`config.mk`:
```
export PLATFORM = sky130hd
export DESIGN_NAME = stable_sorted_priority_queue
export DESIGN_NICKNAME = d
export VERILOG_FILES = /design/src/rtl/core/sspq_pkg.sv /design/src/rtl/core/stable_sorted_priority_queue.sv /design/src/rtl/core/sspq_mem.sv /design/src/rtl/core/sspq_ctrl.sv
export SDC_FILE = /design/constraint.sdc
export NUM_CORES = 1
export LEC_CHECK = 0
export ABC_AREA = 1
export ABC_CLOCK_PERIOD_IN_PS = 9900
export BUFFER_PORTS_ARGS = -buffer_cell sky130_fd_sc_hd__clkbuf_2
export CELL_PAD_IN_SITES_DETAIL_PLACEMENT = 0
export CELL_PAD_IN_SITES_GLOBAL_PLACEMENT = 1
export CORE_MARGIN = 2
export CORE_UTILIZATION = 40
export DETAILED_ROUTE_END_ITERATION = 7
export PLACE_DENSITY_LB_ADDON = 0.15
export SKIP_CTS_REPAIR_TIMING = 1
export SLEW_MARGIN = 20
export SYNTH_ARGS = -nofsm -noshare
export SYNTH_HDL_FRONTEND = slang
export SYNTH_SLANG_ARGS = --single-unit
```
`constraint.sdc`:
```
create_clock -name clk -period 9.9 [get_ports clk]
set_input_delay 1.485 -clock clk [delete_from_list [all_inputs] [get_ports clk]]
set_output_delay 1.485 -clock clk [all_outputs]
set_load 0.005 [all_outputs]
```
`src/rtl/core/sspq_pkg.sv`:
```
// shared types and codes for the stable sorted priority queue
package sspq_pkg;

  localparam logic [1:0] OP_ENQ = 2'd0;
  localparam logic [1:0] OP_DEQ = 2'd1;
  localparam logic [1:0] OP_PEEK = 2'd2;

  localparam logic [1:0] ST_OK = 2'd0;
  localparam logic [1:0] ST_FULL = 2'd1;
  localparam logic [1:0] ST_EMPTY = 2'd2;

  typedef struct packed {
    logic [31:0] head_elem;
    logic [31:0] head_prio;
    logic [4:0]  entry_count;
    logic        is_empty;
    logic [1:0]  status;
  } rslt_t;

endpackage

```
`src/rtl/core/stable_sorted_priority_queue.sv`:
```
// top level of the stable sorted priority queue with stream ports
// usage:
//   s_* carries one request: s_tuser holds the operation (enqueue, dequeue,
//   peek), s_tdata the element word and its priority. every request yields
//   exactly one result on m_*: head element and priority after the request,
//   entry count, empty flag in m_tdata, and a status code in m_tuser
//   (ok, enqueue rejected when full, dequeue on empty). entries sit in a ring
//   in one synchronous memory; the smallest priority is at the head, equal
//   priorities leave in arrival order.
// sequence (accept edge to m_tvalid high):
//   peek, rejected requests, enqueue into an empty queue: no memory read
//   dequeue: one memory read fetches the new head, unless the queue empties
//   enqueue that moves k entries toward the tail: one entry per cycle through
//   the memory's read port and write port, then the new entry is written
//   one request at a time; s_tready is high again the cycle after the result
//   moves into the output register, so no new request is taken before then
// reset: rst is synchronous, active high; the queue comes up empty and the
//   store contents are not cleared
// stall: while m_tready is low the result waits in the output register; the
//   next request is accepted and worked on and holds its result until then
module stable_sorted_priority_queue
  import sspq_pkg::*;
#(
  parameter int CAPACITY = 16,
  parameter int ELEM_WIDTH = 32
) (
  input  logic        clk,
  input  logic        rst,
  input  logic        s_tvalid,
  output logic        s_tready,
  input  logic [63:0] s_tdata,  // elem_in [31:0], prio_in [63:32]
  input  logic [1:0]  s_tuser,  // func [1:0]
  output logic        m_tvalid,
  input  logic        m_tready,
  output logic [71:0] m_tdata,  // head_elem [31:0], head_prio [63:32],
                                // entry_count [68:64], is_empty [69], zero pad
  output logic [1:0]  m_tuser   // status [1:0]
);

  logic [63:0]           elem_wide;
  logic [ELEM_WIDTH-1:0] elem;
  logic                  res_valid;
  logic                  res_ready;
  rslt_t                 res;
  rslt_t                 out_reg;

  // only the low ELEM_WIDTH bits of the element word are kept
  assign elem_wide = {32'd0, s_tdata[31:0]};
  assign elem = elem_wide[ELEM_WIDTH-1:0];

  sspq_ctrl #(
    .CAPACITY(CAPACITY),
    .ELEM_WIDTH(ELEM_WIDTH)
  ) u_ctrl (
    .clk(clk),
    .rst(rst),
    .in_valid(s_tvalid),
    .in_ready(s_tready),
    .op(s_tuser),
    .elem(elem),
    .prio(s_tdata[63:32]),
    .res_valid(res_valid),
    .res_ready(res_ready),
    .res(res)
  );

  // output register decouples the sequencer from a stalled receiver
  assign res_ready = !m_tvalid || m_tready;

  always_ff @(posedge clk) begin
    if (rst) begin
      m_tvalid <= 1'b0;
    end else if (res_ready) begin
      m_tvalid <= res_valid;
    end
  end

  always_ff @(posedge clk) begin
    if (res_valid && res_ready) begin
      out_reg <= res;
    end
  end

  assign m_tdata = {2'b00, out_reg.is_empty, out_reg.entry_count,
                    out_reg.head_prio, out_reg.head_elem};
  assign m_tuser = out_reg.status;

endmodule

```
`src/rtl/core/sspq_mem.sv`:
```
// entry store: one write port, one registered read port
module sspq_mem #(
  parameter int DEPTH = 16,
  parameter int WIDTH = 64,
  parameter int AW = 4
) (
  input  logic             clk,
  input  logic             we,
  input  logic [AW-1:0]    waddr,
  input  logic [WIDTH-1:0] wdata,
  input  logic             re,
  input  logic [AW-1:0]    raddr,
  output logic [WIDTH-1:0] rdata
);

  logic [WIDTH-1:0] ram [DEPTH];

  always_ff @(posedge clk) begin
    if (we) begin
      ram[waddr] <= wdata;
    end
  end

  always_ff @(posedge clk) begin
    if (re) begin
      rdata <= ram[raddr];
    end
  end

endmodule

```
`src/rtl/core/sspq_ctrl.sv`:
```
// sequencer: ring pointers, head copy, insertion scan and shift
module sspq_ctrl
  import sspq_pkg::*;
#(
  parameter int CAPACITY = 16,
  parameter int ELEM_WIDTH = 32
) (
  input  logic                  clk,
  input  logic                  rst,
  input  logic                  in_valid,
  output logic                  in_ready,
  input  logic [1:0]            op,
  input  logic [ELEM_WIDTH-1:0] elem,
  input  logic [31:0]           prio,
  output logic                  res_valid,
  input  logic                  res_ready,
  output rslt_t                 res
);

  localparam int AW = $clog2(CAPACITY);
  localparam int CW = $clog2(CAPACITY + 1);
  localparam int SW = AW + 1;
  localparam int MW = ELEM_WIDTH + 32;
  localparam logic [CW-1:0] CAP_C = CW'(CAPACITY);
  localparam logic [SW-1:0] CAP_S = SW'(CAPACITY);
  localparam logic [AW-1:0] LAST_A = AW'(CAPACITY - 1);

  localparam logic [2:0] S_IDLE = 3'd0;
  localparam logic [2:0] S_SCAN = 3'd1;
  localparam logic [2:0] S_PUT = 3'd2;
  localparam logic [2:0] S_HEAD = 3'd3;
  localparam logic [2:0] S_DONE = 3'd4;

  logic [2:0]            state, state_next;
  logic [AW-1:0]         base, base_next;
  logic [CW-1:0]         count, count_next;
  logic [AW-1:0]         cur, cur_next;
  logic [CW-1:0]         left, left_next;
  logic [ELEM_WIDTH-1:0] head_elem, head_elem_next;
  logic [31:0]           head_prio, head_prio_next;
  logic [ELEM_WIDTH-1:0] new_elem, new_elem_next;
  logic [31:0]           new_prio, new_prio_next;
  logic [1:0]            status, status_next;

  logic                  mem_we, mem_re;
  logic [AW-1:0]         mem_waddr, mem_raddr;
  logic [MW-1:0]         mem_wdata, mem_rdata;
  logic [ELEM_WIDTH-1:0] rd_elem;
  logic [31:0]           rd_prio;
  logic [SW-1:0]         tail_sum;
  logic [AW-1:0]         tail;
  logic [63:0]           head_wide;
  logic [31:0]           count_wide;

  function automatic logic [AW-1:0] ring_inc(input logic [AW-1:0] x);
    ring_inc = (x == LAST_A) ? '0 : x + AW'(1);
  endfunction

  function automatic logic [AW-1:0] ring_dec(input logic [AW-1:0] x);
    ring_dec = (x == '0) ? LAST_A : x - AW'(1);
  endfunction

  sspq_mem #(
    .DEPTH(CAPACITY),
    .WIDTH(MW),
    .AW(AW)
  ) u_mem (
    .clk(clk),
    .we(mem_we),
    .waddr(mem_waddr),
    .wdata(mem_wdata),
    .re(mem_re),
    .raddr(mem_raddr),
    .rdata(mem_rdata)
  );

  assign rd_elem = mem_rdata[ELEM_WIDTH-1:0];
  assign rd_prio = mem_rdata[MW-1:ELEM_WIDTH];

  // free slot just past the last entry
  assign tail_sum = SW'(base) + SW'(count);
  assign tail = (tail_sum >= CAP_S) ? AW'(tail_sum - CAP_S) : AW'(tail_sum);

  assign in_ready = (state == S_IDLE);
  assign res_valid = (state == S_DONE);

  always_comb begin
    state_next = state;
    base_next = base;
    count_next = count;
    cur_next = cur;
    left_next = left;
    head_elem_next = head_elem;
    head_prio_next = head_prio;
    new_elem_next = new_elem;
    new_prio_next = new_prio;
    status_next = status;
    mem_we = 1'b0;
    mem_waddr = '0;
    mem_wdata = '0;
    mem_re = 1'b0;
    mem_raddr = '0;
    unique case (state)
      S_IDLE: begin
        if (in_valid) begin
          status_next = ST_OK;
          state_next = S_DONE;
          if (op == OP_ENQ) begin
            new_elem_next = elem;
            new_prio_next = prio;
            if (count == CAP_C) begin
              status_next = ST_FULL;
            end else if (count == '0) begin
              mem_we = 1'b1;
              mem_waddr = base;
              mem_wdata = {prio, elem};
              head_elem_next = elem;
              head_prio_next = prio;
              count_next = CW'(1);
            end else begin
              cur_next = tail;
              left_next = count;
              mem_re = 1'b1;
              mem_raddr = ring_dec(tail);
              state_next = S_SCAN;
            end
          end else if (op == OP_DEQ) begin
            if (count == '0) begin
              status_next = ST_EMPTY;
            end else begin
              base_next = ring_inc(base);
              count_next = count - CW'(1);
              if (count != CW'(1)) begin
                mem_re = 1'b1;
                mem_raddr = ring_inc(base);
                state_next = S_HEAD;
              end
            end
          end
        end
      end
      S_SCAN: begin
        mem_we = 1'b1;
        mem_waddr = cur;
        if (rd_prio > new_prio) begin
          // larger priority moves one slot toward the tail
          mem_wdata = mem_rdata;
          cur_next = ring_dec(cur);
          left_next = left - CW'(1);
          if (left == CW'(1)) begin
            state_next = S_PUT;
          end else begin
            mem_re = 1'b1;
            mem_raddr = ring_dec(ring_dec(cur));
          end
        end else begin
          // stop after equals so arrival order is kept
          mem_wdata = {new_prio, new_elem};
          count_next = count + CW'(1);
          state_next = S_DONE;
        end
      end
      S_PUT: begin
        mem_we = 1'b1;
        mem_waddr = cur;
        mem_wdata = {new_prio, new_elem};
        head_elem_next = new_elem;
        head_prio_next = new_prio;
        count_next = count + CW'(1);
        state_next = S_DONE;
      end
      S_HEAD: begin
        head_elem_next = rd_elem;
        head_prio_next = rd_prio;
        state_next = S_DONE;
      end
      S_DONE: begin
        if (res_ready) begin
          state_next = S_IDLE;
        end
      end
      default: begin
        state_next = S_IDLE;
      end
    endcase
  end

  always_ff @(posedge clk) begin
    if (rst) begin
      state <= S_IDLE;
      base <= '0;
      count <= '0;
      cur <= '0;
      left <= '0;
    end else begin
      state <= state_next;
      base <= base_next;
      count <= count_next;
      cur <= cur_next;
      left <= left_next;
    end
  end

  always_ff @(posedge clk) begin
    head_elem <= head_elem_next;
    head_prio <= head_prio_next;
    new_elem <= new_elem_next;
    new_prio <= new_prio_next;
    status <= status_next;
  end

  assign head_wide = 64'(head_elem);
  assign count_wide = 32'(count);

  always_comb begin
    res.head_elem = (count == '0) ? 32'd0 : head_wide[31:0];
    res.head_prio = (count == '0) ? 32'd0 : head_prio;
    res.entry_count = count_wide[4:0];
    res.is_empty = (count == '0);
    res.status = status;
  end

`ifndef SYNTHESIS
  a_count_bound: assert property (@(posedge clk) disable iff (rst)
    count <= CAP_C) else $error("entry count above capacity");
  a_scan_left: assert property (@(posedge clk) disable iff (rst)
    state == S_SCAN |-> left != '0) else $error("scan with no entries left");
  a_port_clash: assert property (@(posedge clk) disable iff (rst)
    mem_we && mem_re |-> mem_waddr != mem_raddr)
    else $error("read and write of the same entry");
  a_leave_idle: assert property (@(posedge clk) disable iff (rst)
    state == S_IDLE && in_valid |=> state != S_IDLE)
    else $error("accepted request not started");
`endif

endmodule
```
==> impl_metrics.ini, run 1 <==
[worst_setup_path]
path_cells = inv_1, ha_1, nand2_2, nor2_4, clkinv_2, nor2_1, nand2_4, o21ai_0, nand2_1, nor2_4, buf_4, buf_4
timing.rr.end = u_ctrl.u_mem.ram[13][1]
crit_path_end_kind = flop
r2r_cells = 12
rr_startpoint = u_ctrl.count[1]
cp.arrival_ns = 6.22
cp-start-kind = flop
crit_start = u_ctrl.count[1]
cp.required_ns = 10.27
cpMaxStageDelayCell = buf_4
endpoint = u_ctrl.u_mem.ram[13][1]
reg2reg_slack_ns = 4.05
path_class = reg2reg
max_stage_delay_ns = 0.71
worstPathMaxFanout = 36

[floorplan]
initial_core_util_pct = 40.40
die_h_um = 385.4
die_x_um = 385.4
die_area_um2 = 148500
rows = 139
core-area_um2 = 144000
ios = 146

[yosys]
syn_inst = 5410
synth.area.top_cells = edfxtp_1, nand3_1, nand2_1
ys_seq_area_share_pct = 67.33
ys_ff_latch = 1312
ys_top_cells_by_count = edfxtp_1, nand3_1, nand2_1
synth_top_cell_area_share_pct = 66.58
postSynthAreaPerCell_um2 = 10.75
yosys_most_used_dff = edfxtp_1
synthesis.area_um2 = 58180
yosys_warnings = 0
ys_async_sr_fraction_pct = 0
synth.most_common_cell = edfxtp_1
synth_edf_count = 1290
synth_area_leader_cell = edfxtp_1
yosysUniqueCellTypes = 36

[power]
p_total_mw = 17.41
cellPowerDensity_nw_per_um2 = 264.9
leakage_nw = 26.43
peakVddDrop_v = 0.0001855

[route]
wl_met3_um = 8083
wl_met1_um = 76630
highest_layer = met5
ant_nets = 0
vias = 39200
drc_errors = 0
viasPerCell = 5.228
wl_um = 170000
routedWlPerCell_um = 22.67
dr_wl_met2_um = 82070
dr.pass1.iters = 5
dr.first_iter.drc_count = 3325

[cells_and_area]
multi_input_area_um2 = 14570
fin_nets = 5605
utilization_pct = 45.63
seqCellArea_um2 = 39180
final_layout_size_suffix_gt1_share_pct = 9.099
antenna_cells = 0
syn_to_final_growth_pct = 12.93
fillCellCount = 13470

[cts]
path_clk_slew_ns = 0.06
h-tree-depth = 4
cts_buffers = 149
cts.sinks = 1312
clock-root-buffer = clkbuf_16
cts_buffer_depth = 3
cts_tree = done
clk_latency_ns = 0.77

[min_path]
hold_class = reg2reg

[grt]
gr-total-overflow = 0
antenna_found_initial = 5
grt_pass1_wl_um = 251000
grt_util_all_layers_pct = 22.73
grt_pass1_vias = 37920
grt_max_degree = 187

[timing]
worst_slew_pin_slew_ns = 1.156
rsz0062_at_grt = no
fin_tns_setup_ns = 0
skew_ns = 0.03260
slew_viol_final = 0
min_period_ns = 5.849
final-setup-viol-count = 0
holdWs_ns = 0.4274
fmax_ghz = 0.1710
slew-limit-headroom_pct = 22.91
fin_crit_sh_pct = 59.08
hold_viol_final = 0

[placed_design]
portBuffers = 143
place.gp.congestion = 0.7713
hpwlAfterDp_um = 86080

[flow_run]
drv_cap = 0

[run_status]
status = complete, no violations
[critical path, delay by kind of cell (launching register included)]
kind	cells	cell delay [ns]
buffers and inverters	4	1.99
DFF	1	0.38
AOI/OAI and AO/OA	1	0.56
and+or+nand+nor	6	2.17
adders and majority gates	1	0.23
[registers in the layout, indices dropped and copies added, names as in the netlist]
signal / flops
m_tdata: 70
m_tuser: 2
m_tvalid: 1
u_ctrl.base: 4
u_ctrl.count: 5
u_ctrl.cur: 4
u_ctrl.head_elem: 32
u_ctrl.head_prio: 32
u_ctrl.left: 5
u_ctrl.new_elem: 32
u_ctrl.new_prio: 32
u_ctrl.state: 3
u_ctrl.status: 2
u_ctrl.u_mem.ram: 1024
u_ctrl.u_mem.rdata: 64
[power breakdown]
| group | leakage, nW | internal, mW | switching, mW | total [mW] |
|---|---|---|---|---|
| Clock | 2.19 | 2.99 | 2.21 | 5.19 |
| Combinational | 12.1 | 1.30 | 3.45 | 4.75 |
| Sequential | 12.1 | 7.23 | 0.231 | 7.46 |
| Total | 26.4 | 11.5 | 5.89 | 17.4 |
[cell type report]
type	instances	share of cell area, %
flip-flops and latches	1312	59.62
multi-input cells	2846	22.17
clock buffers	183	5.998
inverters	932	5.351
well taps	1903	3.624
repair buffers	245	2.411
clock inverters	76	0.8207
[per-layer routing]
| layer | vias up | GRT usage [%] |
|---|---|---|
| li1 | 18470 | - |
| met1 | 19580 | 31.48 |
| met2 | 956 | 37.92 |
| met3 | 192 | 3.022 |
| met4 | 2 | 5.426 |
| met5 | - | 0 |
[kinds of logic after synthesis]
family / Yosys count / synth area share, %
fa+ha+maj: 49 / 1.067
xor+xnor: 9 / 0.1355
compound gates: 218 / 2.645
buf+inv: 1253 / 8.406
other cells: 1 / 0.006445
simple gates: 2568 / 20.41
flops: 1312 / 67.33
[metrics by stage]
| step | std cells | area (µm²) | worst slack [ns] |
|---|---|---|---|
| floorplan | 5411 | 58190 | 2.464 |
| global placement | 7236 | 61000 | 4.049 |
| detailed placement | 7238 | 61110 | 4.058 |
| CTS | 7497 | 65590 | 4.022 |
| global route | 7497 | 65710 | 3.736 |
| finish | 7497 | 65710 | 4.051 |
[cells in the final DEF, fill, tap and decap left out, types with 48 or more instances in the layout]
| cell type | instances |
|---|---|
| clkbuf_2 | 143 |
| o211ai_1 | 65 |
| inv_1 | 927 |
| clkbuf_16 | 153 |
| nand3_1 | 1164 |
| nand2_1 | 1125 |
| nand3b_1 | 191 |
| ha_1 | 48 |
| buf_4 | 94 |
| edfxtp_1 | 1290 |
[worst min path at each step]
stage	start	end	slack, ns	cells past startpoint
finish	u_ctrl.status[0]	m_tuser[0]	0.43	0
CTS	u_ctrl.status[0]	m_tuser[0]	0.43	0
global route	u_ctrl.status[1]	m_tuser[1]	0.45	0
global placement	u_ctrl.status[0]	m_tuser[0]	0.41	0
detailed placement	u_ctrl.status[0]	m_tuser[0]	0.41	0
floorplan	u_ctrl.status[0]	m_tuser[0]	0.40	0
Note: power is estimated with default switching activity, not from simulation.
==> run 2: changes to the inputs <==
ABC_CLOCK_PERIOD_IN_PS = 5700   (was 9900)
clock period = 5.7 ns   (was 9.9 ns; I/O delays follow)
==> run 2 against run 1 <==
Effect of this change: fmax increased by 17%; largest power group unchanged; sequential share of layout area decreased by 0.73 points; cell count increased by 0.52%; power increased by 75%; critical path depth increased by 2; highest routed layer is now met4; flip-flop and latch count unchanged; routed wire length decreased by 0.59%; sequential power increased by 74%; die area unchanged; core utilization increased by 0.57 points; critical path type unchanged; clock skew decreased by 0.0013 ns.
==> impl_metrics.ini, run 2 (same netlist as run 1, synthesis figures left out) <==
[cells_and_area]
mostFrequentLayoutCells = edfxtp_1, nand3_1, nand2_1
largest_register_ffs = 1024
fin_nets = 5645
finalNonFillerCells = 7536
fillCellCount = 13320
largest_register = u_ctrl.u_mem.ram
syn_to_final_growth_pct = 14.33
final_layout_size_suffix_gt1_share_pct = 9.766
final_common_cell = edfxtp_1

[worst_setup_path]
cp.arrival_ns = 5.48
crit_path_end_kind = flop
cpMaxStageDelayCell = buf_4
cp-start-kind = flop
path_class = reg2reg
path_cells = ha_1, nand2_1, nor2_1, nand2_1, nor2_1, nand4_1, nand4_1, buf_12, buf_4, nand3_1, nand3_1, nand3_1, nand3_1, nand2_1
worstPathMaxFanout = 188
path_buf_inv = 2
max_stage_delay_ns = 0.86
cp.required_ns = 6.20
path_delay_family = simple AND/OR/NAND/NOR gates
cp_common_cell = nand3_1

[floorplan]
initial_core_util_pct = 40.40
rows = 139
die_x_um = 385.4
die_area_um2 = 148500
die_h_um = 385.4
core-area_um2 = 144000
ios = 146

[grt]
grtUsageMet2_pct = 37.28
grt.busiest_layer = met2
grt_util_all_layers_pct = 22.72
grt_pass1_wl_um = 250000
grtUsageMet1_pct = 31.95
grt_pass1_vias = 37620
gr-total-overflow = 0
grt_max_degree = 189
use_met3_pct = 2.938
antenna_found_initial = 2

[placed_design]
placedCellCount = 7278
hpwlAfterDp_um = 85830
place.gp.congestion = 0.7655
portBuffers = 143

[cts]
cts.sinks = 1312
clock-root-buffer = clkbuf_16
cts_buffers = 149
h-tree-depth = 4
path_clk_slew_ns = 0.06
cts_buffer_depth = 3
clk_latency_ns = 0.77
cts_tree = done

[timing]
slew-limit-headroom_pct = 25.63
fin_crit_sh_pct = 87.37
skew_ns = 0.03130
fmax_ghz = 0.2008
fin_tns_setup_ns = 0
hold_viol_final = 0
final-setup-viol-count = 0
min_period_ns = 4.980
slew_viol_final = 0
worst_slew_pin_slew_ns = 1.116
rsz0062_at_grt = no

[min_path]
hold_class = in2reg

[power]
leakage_nw = 26.75
cellPowerDensity_nw_per_um2 = 457.8
peakVddDrop_v = 0.0003495

[flow_run]
drv_cap = 0

[route]
dr.first_iter.drc_count = 3239
viasPerCell = 5.201
drc_errors = 0
wl_um = 169000
vias = 39190
ant_nets = 0
dr.pass1.iters = 5
routedWlPerCell_um = 22.42

[run_status]
status = complete, no violations
## run 2: where the power goes
| group | switching [mW] | internal (mW) | total (mW) |
|---|---|---|---|
| combinational | 6.01 | 2.45 | 8.47 |
| sequential | 0.404 | 12.6 | 13.0 |
| clock | 3.78 | 5.25 | 9.03 |
## run 2: cell type report
cell class,count,area (µm²),share of cell area (%)
multi-input combinational,2846,14500,21.79
clock inverter,71,563.0,0.8464
sequential,1312,39180,58.89
tap,1903,2381,3.579
timing repair buffer,285,2432,3.656
clock buffer,186,3953,5.942
antenna,1,2.502,0.003762
inverter,932,3516,5.285
## run 2: metrics by stage
step	total power [mW]	setup slack (ns)	util [%]	area, µm²	hold slack (ns)
floorplan	18.32	0.5750	-	58190	0.4003
global placement	21.65	0.7076	42.97	61870	0.4078
detailed placement	21.71	0.6772	42.98	61900	0.4080
CTS	30.80	0.6786	46.12	66410	0.2232
global route	32.11	0.3934	46.19	66520	0.2449
finish	30.45	0.7201	46.19	66520	0.2829
## run 2: metal layers
layer | wire length [µm] | vias up | share of wire, %
met5 | 0 | - | 0
met4 | 3438 | 0 | 2.0
met3 | 8285 | 218 | 4.9
met1 | 77700 | 19340 | 46
li1 | - | 18580 | -
met2 | 79560 | 1059 | 47
## run 2: final timing paths
check	start	endpoint	slack, ns	depth (start not counted)
max reg2reg	u_ctrl.u_mem.rdata[63]	u_ctrl.u_mem.rdata[55]	0.72	14
max	u_ctrl.u_mem.rdata[63]	u_ctrl.u_mem.rdata[55]	0.72	14
min reg2reg	u_ctrl.status[1]	m_tuser[1]	0.41	0
min	s_tdata[0]	u_ctrl.new_elem[0]	0.28	1
